File: src/hw/rtl/bsd_pkg.sv
// ----------------------------------------------------------------------------
// bsd_pkg
// Types and constants shared by the button scan debounce controller,
// datapath and top level.
// ----------------------------------------------------------------------------
`default_nettype none

package bsd_pkg;

  // sizes
  localparam int BUTTONS    = 24;               // buttons that may publish
  localparam int COMBOS     = 4;                // combination entries scanned
  localparam int COMBO_REGS = 4;                // combination registers
  localparam int RAW_W      = 32;
  localparam int BTN_W      = 24;               // button word width
  localparam int CODE_W     = 8;
  localparam int CFG_W      = 32;
  localparam int CFG_IW     = 3;
  localparam int TICK_W     = 4;
  localparam int NEVT       = COMBOS + BUTTONS; // event slots per sample
  localparam int EVT_W      = $clog2(NEVT);
  localparam int COMBO_IW   = $clog2(COMBO_REGS);
  localparam int BTN_IW     = $clog2(BTN_W);

  // reset values
  localparam logic [TICK_W-1:0] TICKS_RST  = 4'd4;
  localparam logic [BTN_W-1:0]  ENABLE_RST = {BTN_W{1'b1}};

  // register indexes
  typedef enum logic [CFG_IW-1:0] {
    CFG_DEBOUNCE_OFF  = 3'd0,
    CFG_SETTLE_TICKS  = 3'd1,
    CFG_BUTTON_ENABLE = 3'd2,
    CFG_COMBO_0       = 3'd3,
    CFG_COMBO_1       = 3'd4,
    CFG_COMBO_2       = 3'd5,
    CFG_COMBO_3       = 3'd6
  } cfg_reg_t;

  // event kinds
  localparam logic KIND_COMBO  = 1'b0;
  localparam logic KIND_BUTTON = 1'b1;

  // controller states
  typedef enum logic {
    ST_IDLE,
    ST_SCAN
  } state_t;

  // controller to datapath
  typedef struct packed {
    logic load;   // take the sample, update state, build event vector
    logic step;   // move to the next event slot
    logic emit;   // place the current slot in the output register
  } cmd_t;

  // datapath to controller
  typedef struct packed {
    logic hit;       // current slot has an event
    logic last;      // no event remains after the current slot
    logic none;      // no event remains at all
    logic out_busy;  // output register holds an untaken event
  } status_t;

endpackage

`default_nettype wire

File: src/hw/rtl/button_scan_debounce_combo_unit.sv
// ----------------------------------------------------------------------------
// button_scan_debounce_combo_unit
// Debounces a polled active-low button word and emits combination key and
// single button events, one event per transaction on the output channel.
// ----------------------------------------------------------------------------
//  channel  direction  handshake              payload
//  in       sink       in_valid / in_ready    raw_word
//  out      source     out_valid / out_ready  event_kind event_code
//                                             is_pressed last_event
//  cfg      sink       cfg_we (no wait)       cfg_index cfg_data
//
//  A sample is taken, then the sequencer walks the 28 event slots
//  (4 combinations, 24 buttons) one per cycle while the output is not
//  stalled, ending early once no event remains. Each event waits in a one
//  deep output register; a stalled output holds the walk at that slot.
//  Reset (rst, synchronous) restores register defaults and clears state.
// ----------------------------------------------------------------------------
`default_nettype none

module button_scan_debounce_combo_unit
  import bsd_pkg::*;
(
  input  wire logic              clk,
  input  wire logic              rst,
  input  wire logic              cfg_we,
  input  wire logic [CFG_IW-1:0] cfg_index,
  input  wire logic [CFG_W-1:0]  cfg_data,
  input  wire logic              in_valid,
  output logic                   in_ready,
  input  wire logic [RAW_W-1:0]  raw_word,
  output logic                   out_valid,
  input  wire logic              out_ready,
  output logic                   event_kind,
  output logic [CODE_W-1:0]      event_code,
  output logic                   is_pressed,
  output logic                   last_event
);

  cmd_t    cmd;
  status_t status;

  // sequencer
  bsd_ctrl u_ctrl (
    .clk      (clk),
    .rst      (rst),
    .in_valid (in_valid),
    .in_ready (in_ready),
    .status   (status),
    .cmd      (cmd)
  );

  // datapath
  bsd_datapath u_dp (
    .clk        (clk),
    .rst        (rst),
    .cfg_we     (cfg_we),
    .cfg_index  (cfg_index),
    .cfg_data   (cfg_data),
    .raw_word   (raw_word),
    .cmd        (cmd),
    .status     (status),
    .out_ready  (out_ready),
    .out_valid  (out_valid),
    .event_kind (event_kind),
    .event_code (event_code),
    .is_pressed (is_pressed),
    .last_event (last_event)
  );

endmodule

`default_nettype wire

File: src/hw/rtl/bsd_ctrl.sv
// ----------------------------------------------------------------------------
// bsd_ctrl
// Sequencer: accepts one sample, then walks the event slots and issues
// emit commands while the output register is free.
// ----------------------------------------------------------------------------
`default_nettype none

module bsd_ctrl
  import bsd_pkg::*;
(
  input  wire logic    clk,
  input  wire logic    rst,
  input  wire logic    in_valid,
  output logic         in_ready,
  input  wire status_t status,
  output cmd_t         cmd
);

  state_t state, state_next;

  // state register
  always_ff @(posedge clk) begin
    if (rst) begin
      state <= ST_IDLE;
    end else begin
      state <= state_next;
    end
  end

  // next state and commands
  always_comb begin
    state_next = state;
    cmd        = '0;
    in_ready   = 1'b0;
    case (state)
      ST_IDLE: begin
        in_ready = 1'b1;
        if (in_valid) begin
          cmd.load   = 1'b1;
          state_next = ST_SCAN;
        end
      end
      ST_SCAN: begin
        if (status.none) begin
          state_next = ST_IDLE;
        end else if (status.hit) begin
          // wait for the output register before emitting
          if (!status.out_busy) begin
            cmd.emit = 1'b1;
            cmd.step = 1'b1;
            if (status.last) begin
              state_next = ST_IDLE;
            end
          end
        end else begin
          cmd.step = 1'b1;
        end
      end
      default: begin
        state_next = ST_IDLE;
      end
    endcase
  end

endmodule

`default_nettype wire

File: src/hw/rtl/bsd_datapath.sv
// ----------------------------------------------------------------------------
// bsd_datapath
// Configuration registers, debounce state, event vector and the output
// register for one event.
// ----------------------------------------------------------------------------
`default_nettype none

module bsd_datapath
  import bsd_pkg::*;
(
  input  wire logic              clk,
  input  wire logic              rst,
  input  wire logic              cfg_we,
  input  wire logic [CFG_IW-1:0] cfg_index,
  input  wire logic [CFG_W-1:0]  cfg_data,
  input  wire logic [RAW_W-1:0]  raw_word,
  input  wire cmd_t              cmd,
  output status_t                status,
  input  wire logic              out_ready,
  output logic                   out_valid,
  output logic                   event_kind,
  output logic [CODE_W-1:0]      event_code,
  output logic                   is_pressed,
  output logic                   last_event
);

  // configuration
  logic              debounce_off;
  logic [TICK_W-1:0] settle_ticks;
  logic [BTN_W-1:0]  button_enable;
  logic [CFG_W-1:0]  combo_entry [COMBO_REGS];

  // debounce state
  logic [BTN_W-1:0]  prev_buttons;
  logic [BTN_W-1:0]  pending;
  logic [TICK_W-1:0] settle_count;
  logic [COMBOS-1:0] combo_held;

  // event walk
  logic [NEVT-1:0]   rem;
  logic [COMBOS-1:0] combo_press;
  logic [EVT_W-1:0]  idx;

  // configuration writes
  always_ff @(posedge clk) begin
    if (rst) begin
      debounce_off  <= 1'b0;
      settle_ticks  <= TICKS_RST;
      button_enable <= ENABLE_RST;
      for (int k = 0; k < COMBO_REGS; k++) begin
        combo_entry[k] <= '0;
      end
    end else if (cfg_we) begin
      case (cfg_index)
        CFG_DEBOUNCE_OFF:  debounce_off  <= cfg_data[0];
        CFG_SETTLE_TICKS:  settle_ticks  <= cfg_data[TICK_W-1:0];
        CFG_BUTTON_ENABLE: button_enable <= cfg_data[BTN_W-1:0];
        CFG_COMBO_0:       combo_entry[0] <= cfg_data;
        CFG_COMBO_1:       combo_entry[1] <= cfg_data;
        CFG_COMBO_2:       combo_entry[2] <= cfg_data;
        CFG_COMBO_3:       combo_entry[3] <= cfg_data;
        default: ;
      endcase
    end
  end

  // sample evaluation
  logic [BTN_W-1:0]  buttons;
  logic              changed;
  logic [BTN_W-1:0]  pend_upd;
  logic [TICK_W-1:0] cnt_eff;
  logic              publish;
  logic [COMBOS-1:0] combo_hit;
  logic [COMBOS-1:0] combo_full;
  logic [COMBOS-1:0] held_next;
  logic [BTN_W-1:0]  btn_hits;

  assign buttons  = ~raw_word[RAW_W-1:RAW_W-BTN_W];
  assign changed  = buttons != prev_buttons;
  assign pend_upd = changed ? (pending | (buttons ^ prev_buttons)) : pending;
  assign cnt_eff  = changed ? '0 : settle_count;
  assign publish  = (cnt_eff >= settle_ticks) || debounce_off;
  assign btn_hits = publish ? (pend_upd & button_enable) : '0;

  // combination scan, stops at the first empty entry
  always_comb begin
    logic             alive;
    logic [BTN_W-1:0] mask;
    logic             relc;
    alive = 1'b1;
    for (int i = 0; i < COMBOS; i++) begin
      mask  = combo_entry[i][BTN_W-1:0];
      alive = alive && (combo_entry[i][CFG_W-1:BTN_W] != '0) && (mask != '0);
      combo_full[i] = (buttons & mask) == mask;
      relc = combo_held[i] && (((buttons & pend_upd) ^ mask) != '0);
      combo_hit[i]  = changed && alive && (combo_full[i] || relc);
      if (changed && alive && combo_full[i]) begin
        held_next[i] = 1'b1;
      end else if (changed && alive && relc) begin
        held_next[i] = 1'b0;
      end else begin
        held_next[i] = combo_held[i];
      end
    end
  end

  // state update on load, event vector walk
  always_ff @(posedge clk) begin
    if (rst) begin
      prev_buttons <= '0;
      pending      <= '0;
      settle_count <= '0;
      combo_held   <= '0;
      rem          <= '0;
      idx          <= '0;
    end else if (cmd.load) begin
      prev_buttons <= buttons;
      pending      <= publish ? '0 : pend_upd;
      settle_count <= (cnt_eff < settle_ticks) ? cnt_eff + 1'b1 : cnt_eff;
      combo_held   <= held_next;
      rem          <= {btn_hits[BUTTONS-1:0], combo_hit};
      idx          <= '0;
    end else if (cmd.step) begin
      rem[idx] <= 1'b0;
      idx      <= idx + 1'b1;
    end
  end

  // press direction of each combination
  always_ff @(posedge clk) begin
    if (cmd.load) begin
      combo_press <= combo_full;
    end
  end

  // current slot decode
  logic                is_combo;
  logic [EVT_W-1:0]    bi;
  logic [COMBO_IW-1:0] cidx;
  logic [BTN_IW-1:0]   bidx;
  logic                cur_last;

  assign is_combo = idx < EVT_W'(COMBOS);
  assign bi       = idx - EVT_W'(COMBOS);
  assign cidx     = COMBO_IW'(idx);
  assign bidx     = BTN_IW'(bi);
  assign cur_last = (rem & ~(NEVT'(1) << idx)) == '0;

  assign status.hit      = rem[idx];
  assign status.last     = cur_last;
  assign status.none     = rem == '0;
  assign status.out_busy = out_valid && !out_ready;

  // output register
  always_ff @(posedge clk) begin
    if (rst) begin
      out_valid <= 1'b0;
    end else if (cmd.emit) begin
      out_valid <= 1'b1;
    end else if (out_ready) begin
      out_valid <= 1'b0;
    end
  end

  always_ff @(posedge clk) begin
    if (cmd.emit) begin
      last_event <= cur_last;
      if (is_combo) begin
        event_kind <= KIND_COMBO;
        event_code <= combo_entry[cidx][CFG_W-1:BTN_W];
        is_pressed <= combo_press[cidx];
      end else begin
        event_kind <= KIND_BUTTON;
        event_code <= CODE_W'(bi);
        is_pressed <= prev_buttons[bidx];
      end
    end
  end

endmodule

`default_nettype wire

File: config.mk
export PLATFORM = sky130hd
export DESIGN_NAME = button_scan_debounce_combo_unit
export DESIGN_NICKNAME = d
export VERILOG_FILES = /design/src/hw/rtl/bsd_pkg.sv /design/src/hw/rtl/button_scan_debounce_combo_unit.sv /design/src/hw/rtl/bsd_ctrl.sv /design/src/hw/rtl/bsd_datapath.sv
export SDC_FILE = /design/constraint.sdc
export NUM_CORES = 1
export LEC_CHECK = 0
export BUFFER_PORTS_ARGS = -buffer_cell sky130_fd_sc_hd__clkbuf_2
export CORE_MARGIN = 5
export CORE_UTILIZATION = 62
export DETAILED_ROUTE_END_ITERATION = 6
export GPL_TIMING_DRIVEN = 0
export PLACE_DENSITY = 0.81
export SYNTH_ARGS = -nofsm -noshare
export SYNTH_HDL_FRONTEND = slang
export SYNTH_SLANG_ARGS = --single-unit
File: constraint.sdc
create_clock -name clk -period 4.5 [get_ports clk]
set_input_delay 0 -clock clk [delete_from_list [all_inputs] [get_ports clk]]
set_output_delay 0 -clock clk [all_outputs]
set_load 0.01 [all_outputs]
-- After elaboration in Yosys (flattened, before gate mapping)
Memories as Yosys holds them, arrays and structs flattened. A register that Yosys moved wholly into a read port is not among the register bits.
Cells that the tools add are included.
- equal/unequal tests: 11
- divide/modulo/power cells: 0
- multiply operators: 0
- shift-type cells: 1
- add/subtract/negate cells: 3
- mux-type cells: 65
- bitwise logic cells: 22
- magnitude comparators: 7
- reduce and logical (&&, ||, !) cells: 64
- operator list (kind ; count):
    nonzero test 24 bit ; 8
    AND 24 bit ; 6
    two-way mux 32 bit ; 4
    bitwise XOR 24 bit ; 5
    == test 24 bit ; 4
    two-way mux 24 bit ; 3
    AND 28 bit ; 2
    zero test 28 bit ; 2
    two-way mux 28 bit ; 2
    inverter 28 bit ; 2
    two-way mux 1 bit ; 43
    nonzero test 8 bit ; 4
    logical AND 1 bit ; 29
    << shifter 1 x 5 -> 28 bit, first input constant ; 1
    != test 24 bit ; 1
    inverter 24 bit ; 1
    OR 24 bit ; 1
    AND reduction 2 bit ; 7
    < comparator 5 x 6 -> 1 bit, second input constant ; 2
    nonzero test 2 bit ; 6
    binary-select mux 1 bit (select 5 bit) ; 2
    two-way mux 2 bit ; 5
    == test 3 bit, second input constant ; 3
    two-way mux 4 bit ; 2
    other kinds (20) ; 28
- memory bits (read-only): 0
- bits in latches: 0
- output and inout bits: 13
- input bits: 72
- memory bits (writable): 128
- flip-flop bits (word level): 135
- word-level logic and storage cells: 194
- memories: 1
- memory list (memory ; depth ; bits a word ; rd ports ; clocked after memory_dff ; write ports ; line ; text):
    u_dp.combo_entry ; 4 ; 32 ; 5 ; 1 ; 4 ; bsd_datapath.sv:31 ; logic [CFG_W-1:0] combo_entry [COMBO_REGS];

-- Depth between registers and ports, before layout
An unclocked memory read counts as a cell.
- word-level depth: 13
- depth in mapped cells: 17
- mapped depth without buffers: 13

-- Hierarchy
A second synthesis with hierarchy kept.
- cell total of the unflattened synthesis: 1315
- area, all modules: 13555.5 sq um
- modules (own cells, without submodules) (module ; cells each ; area each (sq um) ; instances):
    bsd_datapath ; 1305 ; 13482.9 ; 1
    bsd_ctrl ; 10 ; 72.6 ; 1

-- Least setup slack after synthesis
Ideal clock, no wire load.
- kind: register to register
- start point: reg u_dp.prev_buttons[17]
- end point: reg u_dp.pending[10]
- data arrival time: 3.088 ns
- required time: 4.435 ns
- stages on the path, launching flop included: 15
- setup slack: 1.347 ns
- library setup time: 0.065 ns
- clock period less this slack: 3.153 ns
- cells stage by stage: dfxtp_1 xnor2_1 or4_1 nor2_1 and3_1 ha_1 nor2b_1 o21ai_0 nand2b_1 a21o_1 o21ai_0 clkbuf_1 nand2_1 clkbuf_1 nor2_1
- cells in the longest elaborated chain, start to end: 5
- elaborated cells between the ends (all ways): 6
- classes of those cells: 1 x order compare; 1 x eq/ne; 3 x mux; 1 x reduce/logical
- RTL lines (element ; line ; text):
    start: declaration ; bsd_datapath.sv:34 ; logic [BTN_W-1:0] prev_buttons;
    start signal: assignment ; bsd_datapath.sv:117 ; prev_buttons <= buttons;
    != test 24 bit * ; bsd_datapath.sv:79 ; assign changed = buttons != prev_buttons;
    two-way mux 4 bit ; bsd_datapath.sv:81 ; assign cnt_eff = changed ? '0 : settle_count;
    >= comparator 4 bit ; bsd_datapath.sv:82 ; assign publish = (cnt_eff >= settle_ticks) || debounce_off;
    logical OR 1 bit ; bsd_datapath.sv:82 ;
    two-way mux 24 bit * ; bsd_datapath.sv:118 ; pending <= publish ? '0 : pend_upd;
    end signal: assignment ; bsd_datapath.sv:118 ;
    end: declaration ; bsd_datapath.sv:35 ; logic [BTN_W-1:0] pending;
Every way passes the cells marked *; elsewhere a longest branch is shown, timed or not.
A chain may end at the register's enable or synchronous reset.

-- Worst setup path after layout
- start point: reg u_dp.prev_buttons[14]
- end point: reg u_dp.pending[7]
Same word-level chain as after synthesis.

==> run metrics <==
First-pass DRT Iterations=7; #FFs+latches synth=265; Final Max Tran Viols=0; worst hold margin=0.0271 ns; setup_tns=0 ns; vias per std cell=7.07; Synth cell types=61; Post-synth EDFFs=143; GP Congestion=0.997; Yosys top cell area share=30.5%; Flop pwr share=44.4%; initial antenna violation count=1; Syn Inst Count=1388; status=finished with violations; WP data arrival=4.77 ns; Min Clock Period, post-route=4.28 ns; Worst Tran Pin Value=1.30 ns; PwrDens=407 mW/mm^2; FFs w/ async S/R, synth=0%; Crit. Startpoint=u_dp.prev_buttons[14]; CTS buffer count=29; combinational share of power=17.5%; Mapped Avg Cell Area=10.1 um^2; synth top area cells=edfxtp_1, dfxtp_1, and2_1; Worst Path Required=4.99 ns; Crit Path Max Fanout=10; Clock Power Share=38.1%; vias post-DR=12900; crit start category=register; post-synth net total=1473; synth warn=0; Rel. slew slack=12.3%; CTS clk-pin slew, worst paths=0.06 ns; reg2reg start=u_dp.prev_buttons[14]; CTS tree=done; Int Pwr=4.68 mW; DIE HEIGHT=161 um; site row count=55; core area=0.0225 mm^2; CP peak stage delay=0.58 ns; Hold Violations, Final=0; Final Cycle Share=95.1%; ys flop type=edfxtp_1; P_leak=6.07 nW; peak supply drop=0.431 mV; critical setup path kind=reg -> reg; number of global-route vias before repair=12300; failing checks=design-rule violations; Seq/Total Area, Yosys=47.9%; first-pass GRT wire length=77900 um; sw power=1.91 mW; f_max=234 MHz; Layout Skew=0.00811 ns; HP Start=raw_word[25]; cell mode on critical path=clkbuf_1; H-tree lvl count=1; Area Overhead vs Synth=15.2%; setup repair after global routing missed its margin=no; CTS root buffer=clkbuf_16; Final HPWL DP=39500 um; insertion delay to the later sink of the worst-skew pair=0.56 ns; final setup fails=0; nature of the critical path endpoint=register; clock sinks=265; # fillers=1633; # diodes=0; synthesized cell area=0.0141 mm^2; DRT antenna net count=0; 1st-iter DRT viols=1929; chip width=161 um; CP Cell Sequence=xnor2_1 -> or4_1 -> nor2_2 -> and2_1 -> clkbuf_1 -> nand2_1 -> ha_1 -> a41o_1 -> o21ai_0 -> clkbuf_1 -> nand2_1 -> clkbuf_1 -> nor2_1; clk buf depth=3; Nets=1598; Routed wire per std cell=28.9 um; effective utilization at floorplan=62.5%; number of max-cap violations=0; Synth area leader=edfxtp_1; overall routed net length=52600 um; DRC Markers=1; worst hold path type=in -> reg; Critical-path top delay cell=or4_1; switching share of power=29.0%; die area=0.0258 mm^2; I/O pin total=85; All-Layer GR Usage=40.1%; GRT Residual Overflow=0; # port buffers=52; layout cell share with drive strength beyond 1=9.51%; largest net degree at the start of global routing=30
## per-layer routing
metal  track usage (%)  up-vias  routed length, um
li1                  -     5480                  -
met1              53.1     6212              19000
met2              63.3      983              23800
met3              7.21      206               6230
met4              20.8        2               3550
met5                 0        -                 13
## worst paths after layout
kind | to | slack, ns | depth (start not counted)
min | u_dp.prev_buttons[17] | 0.03 | 2
max reg2reg | u_dp.pending[7] | 0.22 | 13
max | u_dp.pending[7] | 0.22 | 13
min reg2reg | u_dp.button_enable[5] | 0.48 | 2
## logic make-up after synthesis
family,after synthesis,synth area share (%)
buffers and inverters,126,3.58
AND/OR/NAND/NOR,534,21.5
AO/OA/AOI/OAI,353,17.3
XOR/XNOR,44,2.74
flip-flops,265,47.9
adder cells (fa/ha/maj),13,1.16
multiplexers,53,5.82
## timing repair
item | CTS | global route
gates resized for setup | 0 | 1
hold buffers | 38 | 0
setup endpoints to repair | 0 | 20
setup buffers | 0 | 0
endpoints found under the hold margin | 161 | 0
## cells in the mapped netlist, drive strengths merged, types with 23 or more instances
master,number
and2,143
edfxtp,143
dfxtp,122
a21oi,91
nor2,84
clkbuf,66
nor4,62
o21ai,59
nand2,54
and3,52
inv,47
xnor2,42
a22oi,38
nor3b,36
a21boi,35
nand4,32
nand2b,31
mux2i,30
a211oi,29
o22a,24
mux4,23
## worst max-delay path, delay by kind of cell, from the launching register on
family | cells | cell delay, ns
DFF | 1 | 0.40
adders and majority gates | 1 | 0.31
AOI/OAI and AO/OA | 2 | 0.66
xor gates and xnor gates | 1 | 0.15
and+or+nand+nor | 6 | 1.69
buffers and inverters | 3 | 1.00
## cell type report
| class | count | area (um^2) | share of cell area, % |
|---|---|---|---|
| Inverter | 47 | 176 | 1.09 |
| Sequential cell | 265 | 6740 | 41.6 |
| Clock inverter | 11 | 144 | 0.888 |
| Buffer | 79 | 327 | 2.02 |
| Clock buffer | 43 | 861 | 5.31 |
| Multi-Input combinational cell | 997 | 6870 | 42.4 |
| Timing Repair Buffer | 94 | 731 | 4.51 |
| Tap cell | 285 | 357 | 2.20 |
## power by group through the flow
stage	sequential [mW]	clock, mW	combinational, mW
after detailed placement	2.96	0	1.08
after global placement	2.96	0	1.05
after floorplan	2.89	0	0.715
final	2.92	2.51	1.16
after global routing	2.93	2.61	1.22
after CTS	2.91	2.49	1.11
## stage by stage
stage | util, % | power, mW | std cells | cell area [um^2] | setup WS (ns)
finish | 72.0 | 6.59 | 1821 | 16200 | 0.221
global route | 72.0 | 6.76 | 1821 | 16200 | 0.0477
CTS | 72.0 | 6.51 | 1821 | 16200 | 0.229
detailed placement | 65.8 | 4.04 | 1729 | 14800 | 0.0853
global placement | 65.2 | 4.01 | 1725 | 14700 | 0.117
floorplan | - | 3.61 | 1388 | 14100 | 1.35
## sequential cells by signal, indices dropped and copies added (netlist names), named ones only
name,flops
u_dp.rem,28
u_dp.event_kind,1
u_dp.settle_ticks,4
u_dp.button_enable,24
u_dp.debounce_off,1
u_dp.prev_buttons,24
u_dp.settle_count,4
u_dp.last_event,1
u_dp.out_valid,1
u_dp.is_pressed,1
u_dp.combo_press,4
u_ctrl.state,1
u_dp.event_code,8
u_dp.idx,5
u_dp.combo_held,4
u_dp.pending,24
u_dp.combo_entry,128
## cells in the final DEF (no fill, tap or decap), drive strengths merged, types with 13 or more instances in the layout
cell,Yosys,routed
nand2b,31,31
mux4,23,23
nor4,62,62
clkbuf,66,161
a22oi,38,38
dfxtp,122,122
nand3,15,15
a21boi,35,35
inv,47,49
and2,143,143
xnor2,42,42
ha,13,13
nor3b,36,36
o211a,17,17
nand4,32,32
a21oi,91,91
dlygate4sd3,0,38
and3,52,52
buf,13,17
mux2i,30,30
a211oi,29,29
o21ai,59,59
o22a,24,24
nand2,54,54
edfxtp,143,143
nor2,84,84
o221ai,16,16
Note: power is estimated with default switching activity, not from simulation.
